**src/rtl/mkrt_pkg.sv**
```systemverilog
// ----------------------------------------------------------------------------
// mkrt_pkg
// shared sizes, codes, control/status bundles and text normalization for the
// multi-key record table
// ----------------------------------------------------------------------------
`default_nettype none

package mkrt_pkg;

  // table geometry
  localparam int ENTRIES    = 64;
  localparam int TEXT_BYTES = 12;
  localparam int FIELDS     = 4;

  // text carried as two halves, first character in the top byte
  localparam int HALF_W     = 48;
  localparam int TEXT_W     = 2 * HALF_W;
  localparam int TEXT_CHARS = TEXT_W / 8;

  localparam int IDX_W      = (ENTRIES > 1) ? $clog2(ENTRIES) : 1;
  localparam int COUNT_W    = $clog2(ENTRIES + 1);
  localparam int SLOT_W     = 6;
  localparam int ECOUNT_W   = 7;
  localparam int SEL_W      = 2;

  typedef logic [IDX_W-1:0]   idx_t;
  typedef logic [COUNT_W-1:0] count_t;
  typedef logic [TEXT_W-1:0]  text_t;

  typedef enum logic [1:0] {
    CMD_INSERT = 2'd0,
    CMD_SEARCH = 2'd1,
    CMD_DELETE = 2'd2,
    CMD_NONE   = 2'd3
  } cmd_t;

  typedef enum logic [2:0] {
    RES_INSERTED  = 3'd0,
    RES_FULL      = 3'd1,
    RES_FOUND     = 3'd2,
    RES_NOT_FOUND = 3'd3,
    RES_DELETED   = 3'd4
  } res_t;

  typedef enum logic [2:0] {
    S_IDLE,
    S_INS_SCAN,
    S_SRCH_SCAN,
    S_SRCH_DRAIN,
    S_SRCH_READ,
    S_FINISH
  } state_t;

  // controller to datapath
  typedef struct packed {
    logic capture;    // take the input beat, clear scan index and hit
    logic scan_rd;    // memory read at scan index feeds the compare next cycle
    logic idx_inc;
    logic addr_scan;  // memory address from scan index, else from hit index
    logic ins_write;  // write record at scan index, mark valid
    logic del_clear;  // clear valid mark of hit entry
    logic load_out;   // load the result register
    res_t res;
  } ctl_cmd_t;

  // datapath to controller
  typedef struct packed {
    cmd_t new_cmd;
    logic idx_free;
    logic idx_last;
    logic hit_found;
    logic out_free;
  } dp_stat_t;

  // zero after the first nul byte, and limit to TEXT_BYTES-1 characters
  function automatic text_t normalize(input text_t t);
    text_t r;
    logic  ended;
    r     = t;
    ended = 1'b0;
    for (int k = 0; k < TEXT_CHARS; k++) begin
      if (t[TEXT_W-1-8*k -: 8] == 8'h00 || k >= TEXT_BYTES - 1) begin
        ended = 1'b1;
      end
      if (ended) begin
        r[TEXT_W-1-8*k -: 8] = 8'h00;
      end
    end
    return r;
  endfunction

endpackage

`default_nettype wire

```
**src/rtl/mkrt_ctrl.sv**
```systemverilog
// ----------------------------------------------------------------------------
// mkrt_ctrl
// sequencer for insert, search and delete: free-slot scan, key scan over all
// entries, hit readout and result handoff
// ----------------------------------------------------------------------------
`default_nettype none

module mkrt_ctrl
  import mkrt_pkg::*;
(
  input  wire logic     clk,
  input  wire logic     rst,
  input  wire logic     in_valid,
  output logic          in_stall,
  input  wire dp_stat_t stat,
  output ctl_cmd_t      cmd
);

  state_t state, state_next;
  res_t   res, res_next;
  cmd_t   op, op_next;

  always_ff @(posedge clk) begin
    if (rst) begin
      state <= S_IDLE;
      res   <= RES_NOT_FOUND;
      op    <= CMD_NONE;
    end else begin
      state <= state_next;
      res   <= res_next;
      op    <= op_next;
    end
  end

  always_comb begin
    state_next = state;
    res_next   = res;
    op_next    = op;
    cmd        = '0;
    cmd.res    = res;
    in_stall   = 1'b1;
    unique case (state)
      S_IDLE: begin
        in_stall = 1'b0;
        if (in_valid) begin
          cmd.capture = 1'b1;
          op_next     = stat.new_cmd;
          unique case (stat.new_cmd)
            CMD_INSERT: state_next = S_INS_SCAN;
            CMD_SEARCH,
            CMD_DELETE: state_next = S_SRCH_SCAN;
            CMD_NONE: begin
              res_next   = RES_NOT_FOUND;
              state_next = S_FINISH;
            end
            default: state_next = S_IDLE;
          endcase
        end
      end
      S_INS_SCAN: begin
        cmd.addr_scan = 1'b1;
        if (stat.idx_free) begin
          cmd.ins_write = 1'b1;
          res_next      = RES_INSERTED;
          state_next    = S_FINISH;
        end else if (stat.idx_last) begin
          res_next   = RES_FULL;
          state_next = S_FINISH;
        end else begin
          cmd.idx_inc = 1'b1;
        end
      end
      S_SRCH_SCAN: begin
        cmd.addr_scan = 1'b1;
        cmd.scan_rd   = 1'b1;
        cmd.idx_inc   = 1'b1;
        if (stat.idx_last) begin
          state_next = S_SRCH_DRAIN;
        end
      end
      S_SRCH_DRAIN: begin
        // last entry compares this cycle
        state_next = S_SRCH_READ;
      end
      S_SRCH_READ: begin
        if (stat.hit_found) begin
          if (op == CMD_DELETE) begin
            cmd.del_clear = 1'b1;
            res_next      = RES_DELETED;
          end else begin
            res_next = RES_FOUND;
          end
        end else begin
          res_next = RES_NOT_FOUND;
        end
        state_next = S_FINISH;
      end
      S_FINISH: begin
        if (stat.out_free) begin
          cmd.load_out = 1'b1;
          state_next   = S_IDLE;
        end
      end
      default: state_next = S_IDLE;
    endcase
  end

endmodule

`default_nettype wire

```
**config.mk**
```make
export PLATFORM = sky130hd
export DESIGN_NAME = mkrt_ctrl
export DESIGN_NICKNAME = d
export VERILOG_FILES = /design/src/rtl/mkrt_pkg.sv /design/src/rtl/mkrt_ctrl.sv
export SDC_FILE = /design/constraint.sdc
export NUM_CORES = 1
export LEC_CHECK = 0
export CAP_MARGIN = 20
export CORE_AREA = 10 10 47 49
export DETAILED_ROUTE_END_ITERATION = 8
export DIE_AREA = 0 0 57 59
export DONT_BUFFER_PORTS = 1
export GPL_TIMING_DRIVEN = 0
export PLACE_DENSITY = 0.54
export REMOVE_ABC_BUFFERS = 1
export SLEW_MARGIN = 20
export SYNTH_ARGS = -nofsm -noshare
export SYNTH_HDL_FRONTEND = slang
export SYNTH_SLANG_ARGS = --single-unit
export TNS_END_PERCENT = 5
```
**constraint.sdc**
```tcl
create_clock -name clk -period 2.05 [get_ports clk]
set_input_delay 0.1025 -clock clk [delete_from_list [all_inputs] [get_ports clk]]
set_output_delay 0.1025 -clock clk [all_outputs]
set_load 0.01 [all_outputs]
```
==> results of run 1 <==
layout make-up:
| class | instances | area [um2] | area share, % |
|---|---|---|---|
| clock buffer | 3 | 22.5 | 3.97 |
| inverter | 5 | 18.8 | 3.31 |
| multi-input combinational | 54 | 335 | 59.2 |
| sequential | 8 | 160 | 28.3 |
| tap | 16 | 20.0 | 3.53 |
| timing repair buffer | 1 | 10.0 | 1.77 |
layout by cell type (no fill, tap or decap), types with 2 or more instances in the layout:
cell type                  instances
sky130_fd_sc_hd__inv_1             5
sky130_fd_sc_hd__dfxtp_1           8
sky130_fd_sc_hd__nand3_1           5
sky130_fd_sc_hd__a21oi_1           6
sky130_fd_sc_hd__clkbuf_4          3
sky130_fd_sc_hd__o21ai_1           2
sky130_fd_sc_hd__o21ai_0           2
sky130_fd_sc_hd__nor3_1            5
sky130_fd_sc_hd__nand2b_1          2
sky130_fd_sc_hd__nor2_1            5
sky130_fd_sc_hd__nand2_1           7
sky130_fd_sc_hd__nand3b_1          2
routing by layer:
layer	up-vias	routed length (um)	track usage (%)	share of wire (%)
met5	-	0	0	0
met4	0	0	1.01	0
met3	0	135	5.79	10
met2	15	576	11.5	44
met1	220	612	8.97	46
li1	265	-	-	-
power groups by stage:
stage	registers [mW]	logic [mW]	clock network (mW)
2_1_floorplan	0.306	0.361	0
3_3_place_gp	0.339	0.420	0
3_5_place_dp	0.341	0.423	0
4_1_cts	0.337	0.426	0.123
5_1_grt	0.352	0.481	0.130
6_report	0.336	0.418	0.118
sequential cells by signal, indices dropped and copies added (netlist names):
name	flops
op	2
res	3
state	3
stage by stage:
step	utilization (%)	instances	worst slack [ns]	power [mW]	hold slack, ns
global route	40.4	87	0.0866	0.963	0.00606
detailed placement	38.1	83	0.239	0.764	0.185
CTS	40.4	87	0.169	0.886	0.00275
global placement	38.1	83	0.249	0.759	0.185
floorplan	-	67	0.551	0.667	0.181
finish	40.4	87	0.202	0.872	0.00442
kinds of logic (layout without fill, tap and decap cells):
family / Yosys count / after routing / share of synthesized area [%]
compound gates: 19 / 19 / 25.5
mux: 1 / 1 / 1.83
buf+inv: 10 / 9 / 9.17
simple gates: 33 / 33 / 31.9
fa+ha+maj: 1 / 1 / 2.29
flops: 8 / 8 / 29.4
final timing paths:
| check | startpoint | depth (start not counted) | end | slack, ns |
|---|---|---|---|---|
| min | stat[5] | 2 | op[1]$_SDFFE_PP1P_ | 0.004 |
| max | state[2]$_SDFFE_PP0P_ | 2 | cmd[4] | 0.20 |
| max reg2reg | state[2]$_SDFFE_PP0P_ | 3 | res[2]$_SDFFE_PP0P_ | 0.26 |
| min reg2reg | op[1]$_SDFFE_PP1P_ | 2 | op[1]$_SDFFE_PP1P_ | 0.47 |
worst register-to-register path, stage by stage (launching register included):
cell and delay, ns:
sky130_fd_sc_hd__dfxtp_1 0.70, sky130_fd_sc_hd__nand2_1 0.20, sky130_fd_sc_hd__nor4_1 0.60, sky130_fd_sc_hd__a22o_1 0.24
Yosys cell counts, types with 2 or more instances:
| cell | count |
|---|---|
| sky130_fd_sc_hd__dfxtp_1 | 8 |
| sky130_fd_sc_hd__nor3_1 | 5 |
| sky130_fd_sc_hd__a21oi_1 | 6 |
| sky130_fd_sc_hd__buf_4 | 3 |
| sky130_fd_sc_hd__inv_1 | 5 |
| sky130_fd_sc_hd__nand3_1 | 5 |
| sky130_fd_sc_hd__nand2_1 | 7 |
| sky130_fd_sc_hd__o21ai_1 | 2 |
| sky130_fd_sc_hd__nor2_1 | 5 |
| sky130_fd_sc_hd__nand3b_1 | 2 |
| sky130_fd_sc_hd__nand2b_1 | 2 |
| sky130_fd_sc_hd__o21ai_0 | 2 |
==> impl_metrics.sql, run 1 <==
INSERT INTO impl_metrics (metric_group, metric, value, unit) VALUES
('synthesis', 'post_synth.cell_area_avg', '7.58', 'um2'),
('placed_design', 'place_area', '534', 'um2'),
('clock_tree', 'ctsRootBufferMaster', 'sky130_fd_sc_hd__clkbuf_4', ''),
('route', 'detailedRoute.firstPassIterationCount', '2', ''),
('pwr', 'leak_pwr', '0.218', 'nW'),
('timing', 'unrepaired_setup_endpoints_after_global_routing', 'false', ''),
('timing', 'finalMaxSlewViolations', '0', ''),
('clock_tree', 'tritoncts', 'built', ''),
('critical_path', 'crit_path_top_delay_cell', 'sky130_fd_sc_hd__dfxtp_1', ''),
('route', 'route.vias.total', '500', ''),
('floorplanning', 'io_pins', '20', ''),
('timing', 'final.setup.tns', '0', 'ns'),
('critical_path', 'endpoint_kind', 'output pin', ''),
('timing', 'timing.max_slew.rel_slack', '56.0', '%'),
('timing', 'tightestPinTransition', '0.654', 'ns'),
('route', 'ant_nets', '0', ''),
('layout', 'flow.area_growth_from_synthesis', '3.90', '%'),
('route', 'detail_route.wirelength', '1320', 'um'),
('flow_run', 'drv.max_cap_violation_count', '0', ''),
('pwr', 'vdd.ir_drop.worst', '553', 'uV'),
('layout', 'final_layout_size_suffix_gt1_share', '8.45', '%'),
('layout', 'number_of_nets_in_the_layout', '83', ''),
('timing', 'timing_hold_violations_final', '0', ''),
('placed_design', 'dp.final_hpwl', '1030', 'um'),
('outcome', 'outcome', 'completed', ''),
('floorplanning', 'chipWidth', '57', 'um'),
('timing', 'tmin_final', '1.85', 'ns'),
('hold_path', 'worst_hold_path_type', 'in -> reg', ''),
('floorplanning', 'rows', '14', ''),
('floorplanning', 'core_area', '1400', 'um2'),
('placed_design', 'placement.io_buffers', '0', ''),
('pwr', 'cellInternalPower', '0.445', 'mW'),
('global_route', 'grt_max_degree', '20', ''),
('clock_tree', 'worst_setup_hold_path_clk_slew', '0.05', 'ns'),
('synthesis', 'post_synth_main_area_contributors', 'sky130_fd_sc_hd__dfxtp_1 29%, sky130_fd_sc_hd__a21oi_1 5.5%, sky130_fd_sc_hd__nand2_1 4.8%', ''),
('global_route', 'grt_usage', '7.76', '%'),
('critical_path', 'path_delay_family', 'simple AND/OR/NAND/NOR gates', ''),
('timing', 'post_route_clock_skew', '0.00454', 'ns'),
('pwr', 'power.share.sequential', '38.5', '%'),
('critical_path', 'timing.critical_path.fanout_max', '19', ''),
('pwr', 'power.share.combinational', '48.0', '%'),
('route', 'dr.first_iter.drc_count', '4', ''),
('critical_path', 'cp-start-kind', 'register', ''),
('global_route', 'antenna_violations_before_repair', '0', ''),
('synthesis', 'synth_area', '546', 'um2'),
('global_route', 'first_global_vias', '457', ''),
('critical_path', 'worst_ep_required_time', '1.95', 'ns'),
('synthesis', 'ys_ff_latch', '8', ''),
('clock_tree', 'clk_latency', '0.25', 'ns'),
('clock_tree', 'cts.sink_count', '8', ''),
('critical_path', 'timing.critical_path.cells', 'nand2_1 > nor4_1', ''),
('critical_path', 'timing.critical_path.arrival', '1.75', 'ns'),
('clock_tree', 'cts_max_level', '1', ''),
('pwr', 'power_switching_share', '48.9', '%'),
('floorplanning', 'fp.dieArea', '3360', 'um2'),
('critical_path', 'worstSetupPathType', 'reg -> out', ''),
('synthesis', 'synth_cells', '72', ''),
('route', 'route.detailed.drc', '0', ''),
('clock_tree', 'ctsLongestPathBuffers', '2', ''),
('timing', 'period_share', '90.1', '%'),
('layout', 'fin_area', '567', 'um2'),
('pwr', 'clock_power_share', '13.5', '%'),
('synthesis', 'synth_largest_area_cell', 'sky130_fd_sc_hd__dfxtp_1', ''),
('synthesis', 'synth.lib_cells_used.distinct', '32', ''),
('critical_path', 'crit_path_max_incr_delay', '0.70', 'ns'),
('synthesis', 'seq_area_frac_synth', '29.4', '%'),
('clock_tree', 'cts_setup_buffers', '0', ''),
('clock_tree', 'cts_hold_repair.buffers', '1', ''),
('synthesis', 'synthesis.yosys.warnings', '0', ''),
('floorplanning', 'height_of_the_die', '59', 'um'),
('synthesis', 'ys_async_sr_fraction', '0', '%');
Note: power is estimated with default switching activity, not from simulation.
==> run 2, diff against run 1 <==
--- a/config.mk
+++ b/config.mk
@@ -6,12 +6,13 @@
 export NUM_CORES = 1
 export LEC_CHECK = 0
 export CAP_MARGIN = 20
-export CORE_AREA = 10 10 47 49
+export CORE_AREA = 2 2 39 41
 export DETAILED_ROUTE_END_ITERATION = 8
-export DIE_AREA = 0 0 57 59
+export DIE_AREA = 0 0 41 43
 export DONT_BUFFER_PORTS = 1
 export GPL_TIMING_DRIVEN = 0
 export PLACE_DENSITY = 0.54
+export RECOVER_POWER = 25
 export REMOVE_ABC_BUFFERS = 1
 export SLEW_MARGIN = 20
 export SYNTH_ARGS = -nofsm -noshare
==> run 2 against run 1 <==
Worst setup slack improved by 0.015 ns; register-to-register slack improved by 0.03 ns; power fell by 0.35%; final cell count did not move; flip-flop and latch count stayed put; non-clock buffer count unchanged; worst hold slack got worse by 0.0013 ns; first-iteration DRC count down 50%; sequential share of layout area unchanged; sequential power about the same; design area is the same; wire length fell by 9.6%.
==> impl_metrics.sql, run 2 (same netlist as run 1, synthesis figures left out) <==
INSERT INTO impl_metrics (metric_group, metric, value, unit) VALUES
('global_route', 'grt_max_degree', '20', ''),
('critical_path', 'crit_path_top_delay_cell', 'sky130_fd_sc_hd__dfxtp_1', ''),
('route', 'detail_route.wirelength', '1200', 'um'),
('placed_design', 'dp.final_hpwl', '857', 'um'),
('pwr', 'power.share.sequential', '38.7', '%'),
('pwr', 'cellInternalPower', '0.445', 'mW'),
('placed_design', 'dp.cells', '83', ''),
('floorplanning', 'io_pins', '20', ''),
('route', 'detailedRoute.firstPassIterationCount', '4', ''),
('placed_design', 'placement.io_buffers', '0', ''),
('timing', 'timing_hold_violations_final', '0', ''),
('route', 'drt-wirelength-per-cell', '13.8', 'um'),
('timing', 'period_share', '89.4', '%'),
('pwr', 'vdd.ir_drop.worst', '544', 'uV'),
('timing', 'setup_viol', '0', ''),
('timing', 'timing.max_slew.rel_slack', '59.0', '%'),
('clock_tree', 'ctsLongestPathBuffers', '2', ''),
('clock_tree', 'worst_setup_hold_path_clk_slew', '0.06', 'ns'),
('critical_path', 'timing.critical_path.fanout_max', '19', ''),
('critical_path', 'endpoint_kind', 'output pin', ''),
('pwr', 'clock_power_share', '13.8', '%'),
('layout', 'final_layout_size_suffix_gt1_share', '8.45', '%'),
('hold_path', 'holdPathStages', '2', ''),
('placed_design', 'place_congestion', '0.753', ''),
('floorplanning', 'core_area', '1380', 'um2'),
('critical_path', 'worst_ep_required_time', '1.95', 'ns'),
('global_route', 'antenna_violations_before_repair', '0', ''),
('layout', 'largest_registers', 'res x3, state x3, op x2', ''),
('clock_tree', 'total_cts_buffers', '3', ''),
('clock_tree', 'ctsRootBufferMaster', 'sky130_fd_sc_hd__clkbuf_4', ''),
('timing', 'finalMaxSlewViolations', '0', ''),
('critical_path', 'regToRegStartpoint', 'state[2]$_SDFFE_PP0P_', ''),
('hold_path', 'hold_path_end', 'op[1]$_SDFFE_PP1P_', ''),
('global_route', 'grt-ovfl-total', '0', ''),
('layout', 'antenna-diode-count', '0', ''),
('timing', 'tightestPinTransition', '0.609', 'ns'),
('clock_tree', 'clk_latency', '0.25', 'ns'),
('floorplanning', 'height_of_the_die', '43', 'um'),
('global_route', 'grt_usage', '15.7', '%'),
('floorplanning', 'rows', '14', ''),
('route', 'routed_via_density', '5.77', ''),
('route', 'dr.first_iter.drc_count', '2', ''),
('global_route', 'first_global_vias', '446', ''),
('timing', 'post_route_clock_skew', '0.00565', 'ns'),
('pwr', 'power_switching_share', '48.7', '%'),
('global_route', 'global_route_wire_length_before_repair', '1880', 'um'),
('route', 'route.vias.total', '502', ''),
('layout', 'flow.area_growth_from_synthesis', '3.90', '%'),
('critical_path', 'timing.critical_path.cells', 'nand2_1 > nor4_1', ''),
('critical_path', 'critical_path.reg2reg.endpoint', 'res[2]$_SDFFE_PP0P_', ''),
('hold_path', 'launch_instance_of_the_worst_min_delay_path', 'stat[5]', ''),
('pwr', 'leak_pwr', '0.218', 'nW'),
('route', 'route.detailed.drc', '0', ''),
('timing', 'final.setup.tns', '0', 'ns'),
('clock_tree', 'tritoncts', 'built', ''),
('outcome', 'outcome', 'completed', ''),
('flow_run', 'drv.max_cap_violation_count', '0', ''),
('critical_path', 'worstSetupPathType', 'reg -> out', ''),
('placed_design', 'dp_worst_setup_slack', '0.297', 'ns'),
('floorplanning', 'chipWidth', '41', 'um'),
('pwr', 'power_per_cell_area', '1530', 'nW/um2'),
('floorplanning', 'fp.dieArea', '1760', 'um2'),
('critical_path', 'r2r_setup_slack', '0.29', 'ns'),
('critical_path', 'timing.critical_path.arrival', '1.73', 'ns'),
('layout', 'number_of_nets_in_the_layout', '83', ''),
('critical_path', 'critical_path.startpoint', 'state[2]$_SDFFE_PP0P_', ''),
('timing', 'setup_ws', '0.218', 'ns'),
('pwr', 'power.switching', '0.423', 'mW'),
('hold_path', 'worst_hold_path_type', 'in -> reg', ''),
('layout', 'final_cell_count_no_fill', '87', ''),
('layout', 'final_common_cell', 'sky130_fd_sc_hd__dfxtp_1', ''),
('layout', 'commonest_cells_after_routing_fill_and_taps_aside', '8 x sky130_fd_sc_hd__dfxtp_1, 7 x sky130_fd_sc_hd__nand2_1, 6 x sky130_fd_sc_hd__a21oi_1', ''),
('critical_path', 'reg2reg_depth', '3', ''),
('timing', 'unrepaired_setup_endpoints_after_global_routing', 'false', ''),
('route', 'ant_nets', '0', ''),
('critical_path', 'cp-start-kind', 'register', ''),
('timing', 'tmin_final', '1.83', 'ns'),
('pwr', 'design_power_total', '0.869', 'mW'),
('floorplanning', 'floorplan.initialDensity', '39.4', '%'),
('timing', 'fmax', '546', 'MHz'),
('pwr', 'power.share.combinational', '47.6', '%'),
('clock_tree', 'cts.sink_count', '8', ''),
('clock_tree', 'cts_max_level', '1', ''),
('critical_path', 'crit_path_max_incr_delay', '0.71', 'ns');
## run 2: cell counts in the layout (fill, tap and decap cells not counted)
No cell type changed its count.
## run 2: final cells by class
class	instances	area (um2)
fill	164	817
multi-input combinational	54	335
sequential	8	160
clock buffer	3	22.5
tap	16	20.0
inverter	5	18.8
timing repair buffer	1	10.0
## run 2: power groups by stage
| stage | registers [mW] | logic [mW] | clock network, mW |
|---|---|---|---|
| 2_1_floorplan | 0.306 | 0.361 | 0 |
| 3_3_place_gp | 0.338 | 0.414 | 0 |
| 3_5_place_dp | 0.337 | 0.417 | 0 |
| 4_1_cts | 0.334 | 0.421 | 0.124 |
| 5_1_grt | 0.347 | 0.478 | 0.132 |
| 6_report | 0.336 | 0.413 | 0.120 |
## run 2: worst max-delay path by stage
stage | cells past startpoint | slack, ns | endpoint
6_report | 2 | 0.22 | cmd[4]
5_1_grt | 2 | 0.1 | cmd[4]
4_1_cts | 2 | 0.22 | cmd[4]
3_5_place_dp | 3 | 0.30 | res[2]$_SDFFE_PP0P_
3_3_place_gp | 3 | 0.29 | res[2]$_SDFFE_PP0P_
2_1_floorplan | 3 | 0.55 | res[2]$_SDFFE_PP0P_
## run 2: worst max-delay path, delay by kind of cell, from the launching register on
kind | cells | cell delay (ns)
simple gates | 2 | 0.77
flops | 1 | 0.71
## run 2: through the flow
stage	hold slack (ns)	instance area (um2)	utilization, %
floorplan	0.181	514	-
global placement	0.185	534	38.6
detailed placement	0.185	534	38.6
CTS	0.00451	567	41.0
global route	0.00660	567	41.0
finish	0.00316	567	41.0
## run 2: metal layers
layer  vias to the layer above  wire [um]  GRT usage [%]
met3                         0         88           9.95
met4                         0          0           2.00
met2                        14        535           20.9
met5                         -          0              0
li1                        260          -              -
met1                       228        573           21.9
## run 2: timing repair
item                                   CTS  global route
setup buffers                            0             0
gates resized for setup                  0             0
hold buffers                             1             0
endpoints found under the hold margin    1             0
